### config.mk
export PLATFORM = sky130hd
export DESIGN_NAME = node_presence_table_core
export DESIGN_NICKNAME = d
export VERILOG_FILES = /design/src/sv/npt_pkg.sv /design/src/sv/npt_ram.sv /design/src/sv/npt_ctrl.sv /design/src/sv/node_presence_table_core.sv
export SDC_FILE = /design/constraint.sdc
export NUM_CORES = 2
export LEC_CHECK = 0
export BUFFER_PORTS_ARGS = -buffer_cell sky130_fd_sc_hd__clkbuf_2
export CORE_UTILIZATION = 65
export DETAILED_ROUTE_END_ITERATION = 10
export PLACE_DENSITY = 0.9
export REMOVE_ABC_BUFFERS = 1
export SYNTH_ARGS = -nofsm -noshare
export SYNTH_HDL_FRONTEND = slang
export SYNTH_SLANG_ARGS = --single-unit
export TNS_END_PERCENT = 1
### constraint.sdc
create_clock -name i_clk -period 19.1 [get_ports i_clk]
set_input_delay 3.82 -clock i_clk [delete_from_list [all_inputs] [get_ports i_clk]]
set_output_delay 3.82 -clock i_clk [all_outputs]
set_load 0.01 [all_outputs]
### src/sv/npt_pkg.sv
`default_nettype none
// ----------------------------------------------------------------------------
// npt_pkg
// Shared types and constants of the node presence table.
// ----------------------------------------------------------------------------
package npt_pkg;

    localparam int MAC_W   = 48;
    localparam int TIME_W  = 48;
    localparam int BYTE_W  = 8;
    localparam int CNT_W   = 7;
    localparam int IDX_W   = 6;
    localparam int TMO_W   = 24;
    localparam int KIND_W  = 2;

    localparam logic [TMO_W-1:0] TMO_RESET = 24'd90000;

    localparam logic OP_HEARTBEAT = 1'b0;
    localparam logic OP_READ      = 1'b1;

    localparam logic [KIND_W-1:0] KIND_HB    = 2'd0;
    localparam logic [KIND_W-1:0] KIND_ENTRY = 2'd1;
    localparam logic [KIND_W-1:0] KIND_EMPTY = 2'd2;

    typedef struct packed {
        logic [MAC_W-1:0]  mac;
        logic [TIME_W-1:0] seen;
        logic [BYTE_W-1:0] summary_state;
        logic [BYTE_W-1:0] machine_state;
    } t_entry;

    localparam int ENTRY_W = $bits(t_entry);

    typedef enum logic [1:0] {
        S_IDLE,
        S_HB_SCAN,
        S_RD_SCAN
    } t_state;

    typedef enum logic [2:0] {
        ACT_NONE,
        ACT_HB_HIT,
        ACT_HB_NEW,
        ACT_HB_FULL,
        ACT_ENTRY,
        ACT_EMPTY
    } t_act;

    typedef struct packed {
        logic rd_en;
        t_act act;
        logic last;
    } t_ctrl;

endpackage : npt_pkg
`default_nettype wire

### src/sv/npt_ram.sv
`default_nettype none
// ----------------------------------------------------------------------------
// npt_ram
// Simple dual-port RAM, one write port, one read port, registered read.
// ----------------------------------------------------------------------------
module npt_ram #(
    parameter int WIDTH = 8,
    parameter int DEPTH = 16
) (
    input  wire logic                                     i_clk,
    input  wire logic                                     i_we,
    input  wire logic [(DEPTH > 1 ? $clog2(DEPTH) : 1)-1:0] i_waddr,
    input  wire logic [WIDTH-1:0]                         i_wdata,
    input  wire logic                                     i_re,
    input  wire logic [(DEPTH > 1 ? $clog2(DEPTH) : 1)-1:0] i_raddr,
    output      logic [WIDTH-1:0]                         o_rdata
);

    logic [WIDTH-1:0] r_mem [DEPTH];

    always_ff @(posedge i_clk) begin
        if (i_we) begin
            r_mem[i_waddr] <= i_wdata;
        end
        if (i_re) begin
            o_rdata <= r_mem[i_raddr];
        end
    end

endmodule : npt_ram
`default_nettype wire

### src/sv/npt_ctrl.sv
`default_nettype none
// ----------------------------------------------------------------------------
// npt_ctrl
// Sequencer: walks the table with a pipelined read pointer, tracks the
// entry count and decides the result action of each cycle.
// ----------------------------------------------------------------------------
module npt_ctrl #(
    parameter int NODES = 16
) (
    input  wire logic                                   i_clk,
    input  wire logic                                   i_rst_n,
    input  wire logic                                   i_accept,
    input  wire logic                                   i_op,
    input  wire logic                                   i_hit,
    output      logic                                   o_busy,
    output      npt_pkg::t_ctrl                         o_ctrl,
    output      logic [(NODES > 1 ? $clog2(NODES) : 1)-1:0] o_rd_addr,
    output      logic [$clog2(NODES + 1)-1:0]           o_res_idx,
    output      logic [$clog2(NODES + 1)-1:0]           o_count_next
);
    import npt_pkg::*;

    localparam int IW = (NODES > 1) ? $clog2(NODES) : 1;
    localparam int CW = $clog2(NODES + 1);
    localparam logic [CW-1:0] NODES_C = CW'(NODES);

    t_state        r_state, n_state;
    logic [CW-1:0] r_ptr, n_ptr;
    logic          r_pend, n_pend;
    logic [CW-1:0] r_pidx, n_pidx;
    logic [CW-1:0] r_count, n_count;

    logic issue;
    logic miss;
    logic is_last;

    assign issue   = (r_ptr < r_count);
    assign miss    = !issue && !r_pend;
    assign is_last = (CW'(r_pidx + CW'(1)) == r_count);

    always_ff @(posedge i_clk) begin
        if (!i_rst_n) begin
            r_state <= S_IDLE;
            r_ptr   <= '0;
            r_pend  <= 1'b0;
            r_pidx  <= '0;
            r_count <= '0;
        end else begin
            r_state <= n_state;
            r_ptr   <= n_ptr;
            r_pend  <= n_pend;
            r_pidx  <= n_pidx;
            r_count <= n_count;
        end
    end

    // next state
    always_comb begin
        n_state = r_state;
        n_ptr   = r_ptr;
        n_pend  = 1'b0;
        n_pidx  = r_ptr;
        n_count = r_count;
        case (r_state)
            S_IDLE: begin
                n_ptr = '0;
                if (i_accept) begin
                    n_state = (i_op == OP_READ) ? S_RD_SCAN : S_HB_SCAN;
                end
            end
            S_HB_SCAN: begin
                n_pend = issue;
                if (issue) begin
                    n_ptr = CW'(r_ptr + CW'(1));
                end
                if (r_pend && i_hit) begin
                    n_state = S_IDLE;
                end else if (miss) begin
                    n_state = S_IDLE;
                    if (r_count != NODES_C) begin
                        n_count = CW'(r_count + CW'(1));
                    end
                end
            end
            S_RD_SCAN: begin
                n_pend = issue;
                if (issue) begin
                    n_ptr = CW'(r_ptr + CW'(1));
                end
                if (r_count == '0) begin
                    n_state = S_IDLE;
                end else if (r_pend && is_last) begin
                    n_state = S_IDLE;
                end
            end
            default: begin
                n_state = S_IDLE;
            end
        endcase
    end

    // outputs
    always_comb begin
        o_ctrl.rd_en = 1'b0;
        o_ctrl.act   = ACT_NONE;
        o_ctrl.last  = 1'b0;
        o_res_idx    = r_pidx;
        case (r_state)
            S_HB_SCAN: begin
                o_ctrl.rd_en = issue;
                o_ctrl.last  = 1'b1;
                if (r_pend && i_hit) begin
                    o_ctrl.act = ACT_HB_HIT;
                end else if (miss) begin
                    o_res_idx  = r_count;
                    o_ctrl.act = (r_count == NODES_C) ? ACT_HB_FULL : ACT_HB_NEW;
                end
            end
            S_RD_SCAN: begin
                o_ctrl.rd_en = issue;
                if (r_count == '0) begin
                    o_ctrl.act  = ACT_EMPTY;
                    o_ctrl.last = 1'b1;
                end else if (r_pend) begin
                    o_ctrl.act  = ACT_ENTRY;
                    o_ctrl.last = is_last;
                end
            end
            default: begin
                o_ctrl.act = ACT_NONE;
            end
        endcase
    end

    assign o_busy       = (r_state != S_IDLE);
    assign o_rd_addr    = r_ptr[IW-1:0];
    assign o_count_next = n_count;

endmodule : npt_ctrl
`default_nettype wire

### src/sv/node_presence_table_core.sv
`default_nettype none
// ----------------------------------------------------------------------------
// node_presence_table_core
// Presence table of network nodes keyed by MAC, with aging to offline.
// ----------------------------------------------------------------------------
// Usage:
//   Command channel: an item is taken at a clock edge with start high and
//   busy low. i_operation selects heartbeat or age-and-read.
//   Result channel: each result beat is on the o_* ports for one cycle with
//   o_valid high; the receiver cannot stall, so no beat is ever held.
//   Config: i_cfg_we writes i_cfg_wdata into the offline timeout; write only
//   while busy is low.
//   Heartbeat: linear search of the entry RAM, one entry per cycle through
//   the one read port; the search ends on a hit or, past the last entry,
//   with an append or a full table result. Busy drops with that beat.
//   Read: one pass over the RAM ages each entry and streams it, one beat
//   per cycle after the registered RAM read; an empty table gives a single
//   empty beat. Busy drops with the last beat. The next item is taken at
//   the edge ending that beat.
//   Reset: synchronous, clears the entry count, online flags and the
//   timeout to 90000 ms. RAM contents need no clearing pass.
// ----------------------------------------------------------------------------
module node_presence_table_core #(
    parameter int NODES = 16
) (
    input  wire logic                                  i_clk,
    input  wire logic                                  i_rst_n,
    input  wire logic                                  start,
    output      logic                                  busy,
    input  wire logic                                  i_operation,
    input  wire logic [npt_pkg::MAC_W-1:0]             i_mac,
    input  wire logic [npt_pkg::BYTE_W-1:0]            i_summary_state,
    input  wire logic [npt_pkg::BYTE_W-1:0]            i_machine_state,
    input  wire logic [npt_pkg::TIME_W-1:0]            i_now_ms,
    input  wire logic                                  i_cfg_we,
    input  wire logic [npt_pkg::TMO_W-1:0]             i_cfg_wdata,
    output      logic                                  o_valid,
    output      logic [npt_pkg::KIND_W-1:0]            o_kind,
    output      logic [npt_pkg::IDX_W-1:0]             o_node_index,
    output      logic                                  o_table_full,
    output      logic [npt_pkg::MAC_W-1:0]             o_node_mac,
    output      logic                                  o_online,
    output      logic [npt_pkg::BYTE_W-1:0]            o_node_summary_state,
    output      logic [npt_pkg::BYTE_W-1:0]            o_node_machine_state,
    output      logic [npt_pkg::CNT_W-1:0]             o_node_count,
    output      logic                                  o_last
);
    import npt_pkg::*;

    localparam int IW = (NODES > 1) ? $clog2(NODES) : 1;
    localparam int CW = $clog2(NODES + 1);

    logic                r_valid;
    logic [TMO_W-1:0]    r_timeout;
    logic [NODES-1:0]    r_online, n_online;

    logic [MAC_W-1:0]    r_mac;
    logic [BYTE_W-1:0]   r_ss;
    logic [BYTE_W-1:0]   r_ms;
    logic [TIME_W-1:0]   r_now;

    logic [KIND_W-1:0]   r_kind, n_kind;
    logic [IDX_W-1:0]    r_idx, n_idx;
    logic                r_full, n_full;
    logic [MAC_W-1:0]    r_omac, n_omac;
    logic                r_onl, n_onl;
    logic [BYTE_W-1:0]   r_oss, n_oss;
    logic [BYTE_W-1:0]   r_oms, n_oms;
    logic [CNT_W-1:0]    r_ocnt, n_ocnt;
    logic                r_last, n_last;

    logic                accept;
    t_ctrl               ctrl;
    logic [IW-1:0]       rd_addr;
    logic [CW-1:0]       res_idx;
    logic [CW-1:0]       count_next;
    t_entry              rdata;
    t_entry              wdata;
    logic                we;
    logic                hit;
    logic                aged;
    logic [TIME_W-1:0]   age;

    assign accept = start && !busy;

    npt_ctrl #(
        .NODES (NODES)
    ) u_ctrl (
        .i_clk        (i_clk),
        .i_rst_n      (i_rst_n),
        .i_accept     (accept),
        .i_op         (i_operation),
        .i_hit        (hit),
        .o_busy       (busy),
        .o_ctrl       (ctrl),
        .o_rd_addr    (rd_addr),
        .o_res_idx    (res_idx),
        .o_count_next (count_next)
    );

    npt_ram #(
        .WIDTH (ENTRY_W),
        .DEPTH (NODES)
    ) u_ram (
        .i_clk   (i_clk),
        .i_we    (we),
        .i_waddr (res_idx[IW-1:0]),
        .i_wdata (wdata),
        .i_re    (ctrl.rd_en),
        .i_raddr (rd_addr),
        .o_rdata (rdata)
    );

    assign hit  = (rdata.mac == r_mac);
    assign age  = r_now - rdata.seen;
    assign aged = (age > TIME_W'(r_timeout));

    assign we                  = (ctrl.act == ACT_HB_HIT) || (ctrl.act == ACT_HB_NEW);
    assign wdata.mac           = r_mac;
    assign wdata.seen          = r_now;
    assign wdata.summary_state = r_ss;
    assign wdata.machine_state = r_ms;

    always_ff @(posedge i_clk) begin
        if (!i_rst_n) begin
            r_valid   <= 1'b0;
            r_timeout <= TMO_RESET;
            r_online  <= '0;
        end else begin
            r_valid  <= (ctrl.act != ACT_NONE);
            r_online <= n_online;
            if (i_cfg_we) begin
                r_timeout <= i_cfg_wdata;
            end
        end
    end

    always_ff @(posedge i_clk) begin
        if (accept) begin
            r_mac <= i_mac;
            r_ss  <= i_summary_state;
            r_ms  <= i_machine_state;
            r_now <= i_now_ms;
        end
        r_kind <= n_kind;
        r_idx  <= n_idx;
        r_full <= n_full;
        r_omac <= n_omac;
        r_onl  <= n_onl;
        r_oss  <= n_oss;
        r_oms  <= n_oms;
        r_ocnt <= n_ocnt;
        r_last <= n_last;
    end

    // result beat and online flag update
    always_comb begin
        n_online = r_online;
        n_kind   = KIND_HB;
        n_idx    = '0;
        n_full   = 1'b0;
        n_omac   = '0;
        n_onl    = 1'b0;
        n_oss    = '0;
        n_oms    = '0;
        n_ocnt   = CNT_W'(count_next);
        n_last   = ctrl.last;
        case (ctrl.act)
            ACT_HB_HIT, ACT_HB_NEW: begin
                n_online[res_idx[IW-1:0]] = 1'b1;
                n_idx  = IDX_W'(res_idx);
                n_omac = r_mac;
                n_onl  = 1'b1;
                n_oss  = r_ss;
                n_oms  = r_ms;
            end
            ACT_HB_FULL: begin
                n_full = 1'b1;
                n_omac = r_mac;
            end
            ACT_ENTRY: begin
                if (aged) begin
                    n_online[res_idx[IW-1:0]] = 1'b0;
                end
                n_kind = KIND_ENTRY;
                n_idx  = IDX_W'(res_idx);
                n_omac = rdata.mac;
                n_onl  = r_online[res_idx[IW-1:0]] && !aged;
                n_oss  = rdata.summary_state;
                n_oms  = rdata.machine_state;
            end
            ACT_EMPTY: begin
                n_kind = KIND_EMPTY;
                n_ocnt = '0;
            end
            default: begin
                n_kind = KIND_HB;
            end
        endcase
    end

    assign o_valid              = r_valid;
    assign o_kind               = r_kind;
    assign o_node_index         = r_idx;
    assign o_table_full         = r_full;
    assign o_node_mac           = r_omac;
    assign o_online             = r_onl;
    assign o_node_summary_state = r_oss;
    assign o_node_machine_state = r_oms;
    assign o_node_count         = r_ocnt;
    assign o_last               = r_last;

endmodule : node_presence_table_core
`default_nettype wire

==> reports/results.tsv <==
metric	value	unit
status	complete, but fails checks	
failing checks	design-rule violations	
Setup-failing EPs final	0	
CTS H-Tree Depth	4	
CP Max Fanout	56	
vias in the first global route	46500	
fin worst setup slack	10.67	ns
dpl hpwl	120000	um
I/O pin total	225	
Remaining DRCs	1	
Post-synth EDFFs	2016	
later-pin clock latency in the skew report	0.87	ns
post-DR vias/cell	7.67	
pin count of the biggest net entering global routing	118	
drt first pass iters	11	
Syn Inst Count	3900	
average size of a mapped cell	21.4	um2
Worst EP arrival	8.87	ns
DR WL/cell	39.8	um
first-pass GRT wire length	343000	um
placed instance area	0.0865	mm2
number of buffers added on ports	221	
FF+latch count, synth	2154	
Resize count post-CTS	0	
routed wl met2	115000	um
Synth Cell Area	0.0834	mm2
Final Skew	0.0435	ns
Max IR drop VDD	0.123	mV
final net count	4428	
Die W	360	um
critical path class	flip-flop to flip-flop	
initial antenna violation count	6	
DRT antenna net count	0	
type of origin of the critical path	flip-flop	
relative slew slack	0.0327	
Routed met1 length	78500	um
core footprint	0.127	mm2
worst hold path type	flip-flop to flip-flop	
CTS tree	built	
total wire length	241000	um
Post-CTS Hold Buffers	0	
top_reg_cell synth	edfxtp_1	
number of library cell types mapped by synthesis	68	
Worst-Margin Slew	1.45	ns
MaxCap Viol Count	0	
max-slew violations	0	
Die ar.	0.130	mm2
RSZ-0062 raised after global routing	no	
layout cells sized above 1	0.270	
max layer used	met5	
crit share post-route	0.441	
Reg clk slew, reported paths	0.07	ns
Tot Pwr	0.00979	W
WP data required	19.55	ns
clk buf depth	3	
endpoint class of the critical path	flip-flop	
Seq/Total Area, Yosys	0.759	
placer congestion estimate	0.884	
Fmax	119	MHz
Synth Warn #	0	
Starting DRT DRC Count	8907	
total CTS buffers	198	
Setup TNS Final	0	ns
area delta synth->final	11.7	%
# rows	131	
Final Util	0.731	
Place WS	11.26	ns
metal3 WL	32300	um
Pleak	29.7	nW
die height	360	um
crit path time final	8.43	ns
clk sinks	2154	
final hold vios	0	
Tot GR Track Use	0.377	
CTS root buf	clkbuf_16	
grt ovf	0	
Final Instance Area	0.0931	mm2
Initial Utilization	0.655	
vias	46400	
PwrDens	105	mW/mm2
Post-CTS Setup Inserts	0	
Synth async-reset ratio	0	
[cells by family (layout without fill, tap and decap cells)]
logic type / after synthesis / count (layout) / synth area share
adder cells (fa/ha/maj): 83 / 83 / 0.0125
AO/OA/AOI/OAI: 348 / 348 / 0.0292
other: 1 / 5 / 0.0000450
flip-flops: 2154 / 2154 / 0.759
multiplexers: 586 / 586 / 0.155
AND/OR/NAND/NOR: 368 / 368 / 0.0222
buffers and inverters: 271 / 748 / 0.0125
XOR/XNOR: 89 / 89 / 0.00935
[worst paths after layout]
path / start / slack (ns) / depth (start not counted) / end
max: r_mac[34] / 10.67 / 12 / u_ram.r_mem[12][61]
min: u_ram.o_rdata[7] / 0.49 / 1 / o_node_machine_state[7]
max reg2reg: r_mac[34] / 10.67 / 12 / u_ram.r_mem[12][61]
min reg2reg: u_ram.o_rdata[7] / 0.49 / 1 / o_node_machine_state[7]
[routing by layer]
layer,global-route usage,vias up
met5,0,-
met4,0.200,6
met3,0.0942,1102
met2,0.584,5095
met1,0.500,23300
li1,-,16900
[power breakdown]
part           leakage (nW)  total [W]  switching (W)  internal, W
combinational          7.12   0.000332       0.000199     0.000133
sequential             19.3    0.00533       0.000107      0.00522
clock                  3.24    0.00413        0.00185      0.00227
total                  29.7    0.00979        0.00216      0.00763
[flip-flops by register name, summed over array words and instances, names as in the netlist, 24 cells and up, named ones only]
signal         count
r_mac             48
r_timeout         24
u_ram.o_rdata    112
o_node_mac        48
r_now             48
u_ram.r_mem     1792
[cell type report]
type | instances | area [um2]
well taps | 1662 | 2080
flip-flops and latches | 2154 | 63300
inverters | 90 | 338
clock buffers | 266 | 5430
clock inverters | 109 | 1160
multi-input cells | 1477 | 19200
fillers | 6163 | 34200
diodes | 2 | 5.00
repair buffers | 283 | 1610
[layout by cell type, fill, tap and decap left out, drive strengths merged, types with 30 or more instances in the layout]
cell,netlist,final
a21oi,85,85
a22o,65,65
buf,51,62
clkbuf,130,487
clkinv,0,70
dfxtp,138,138
edfxtp,2016,2016
ha,82,82
inv,90,106
mux4,564,564
nand2,95,95
nand3,30,30
nor2,88,88
o21ai,53,53
xor2,68,68
[worst max-delay path, stage by stage (launching register included)]
cell	delay, ns
edfxtp_1	0.63
xor2_1	0.27
nor4_1	0.82
nand3_1	0.45
nor4_1	0.85
buf_4	0.29
a21o_1	0.12
a22oi_1	0.19
mux2_2	0.82
nand3_1	0.63
nor2_4	1.05
buf_4	0.74
buf_4	0.99
[synthesized netlist by cell type, drive strengths merged (11+ instances only)]
cell / n / area share
buf: 51 / 0.0026
ha: 82 / 0.012
nand4: 29 / 0.0022
o21ai: 53 / 0.0032
xnor2: 21 / 0.0022
nor4: 22 / 0.0018
dfxtp: 138 / 0.033
mux2i: 19 / 0.0023
nor2: 88 / 0.0040
a22o: 65 / 0.0068
a21oi: 85 / 0.0052
a211oi: 11 / 0.00099
and4: 11 / 0.0012
and2: 12 / 0.00090
edfxtp: 2016 / 0.73
nor2b: 26 / 0.0020
nor3: 12 / 0.00072
o21a: 15 / 0.0014
clkbuf: 130 / 0.0059
or3: 11 / 0.00083
a21o: 29 / 0.0026
inv: 90 / 0.0041
mux4: 564 / 0.15
nand3: 30 / 0.0018
o211ai: 19 / 0.0017
nand2: 95 / 0.0043
xor2: 68 / 0.0071
[stage by stage]
step           cells  hold WS (ns)
2_1_floorplan   3721         0.436
3_3_place_gp    5666         0.467
3_5_place_dp    5666         0.473
4_1_cts         6041         0.493
5_1_grt         6043         0.508
6_report        6043         0.492
Note: power is estimated with default switching activity, not from simulation.
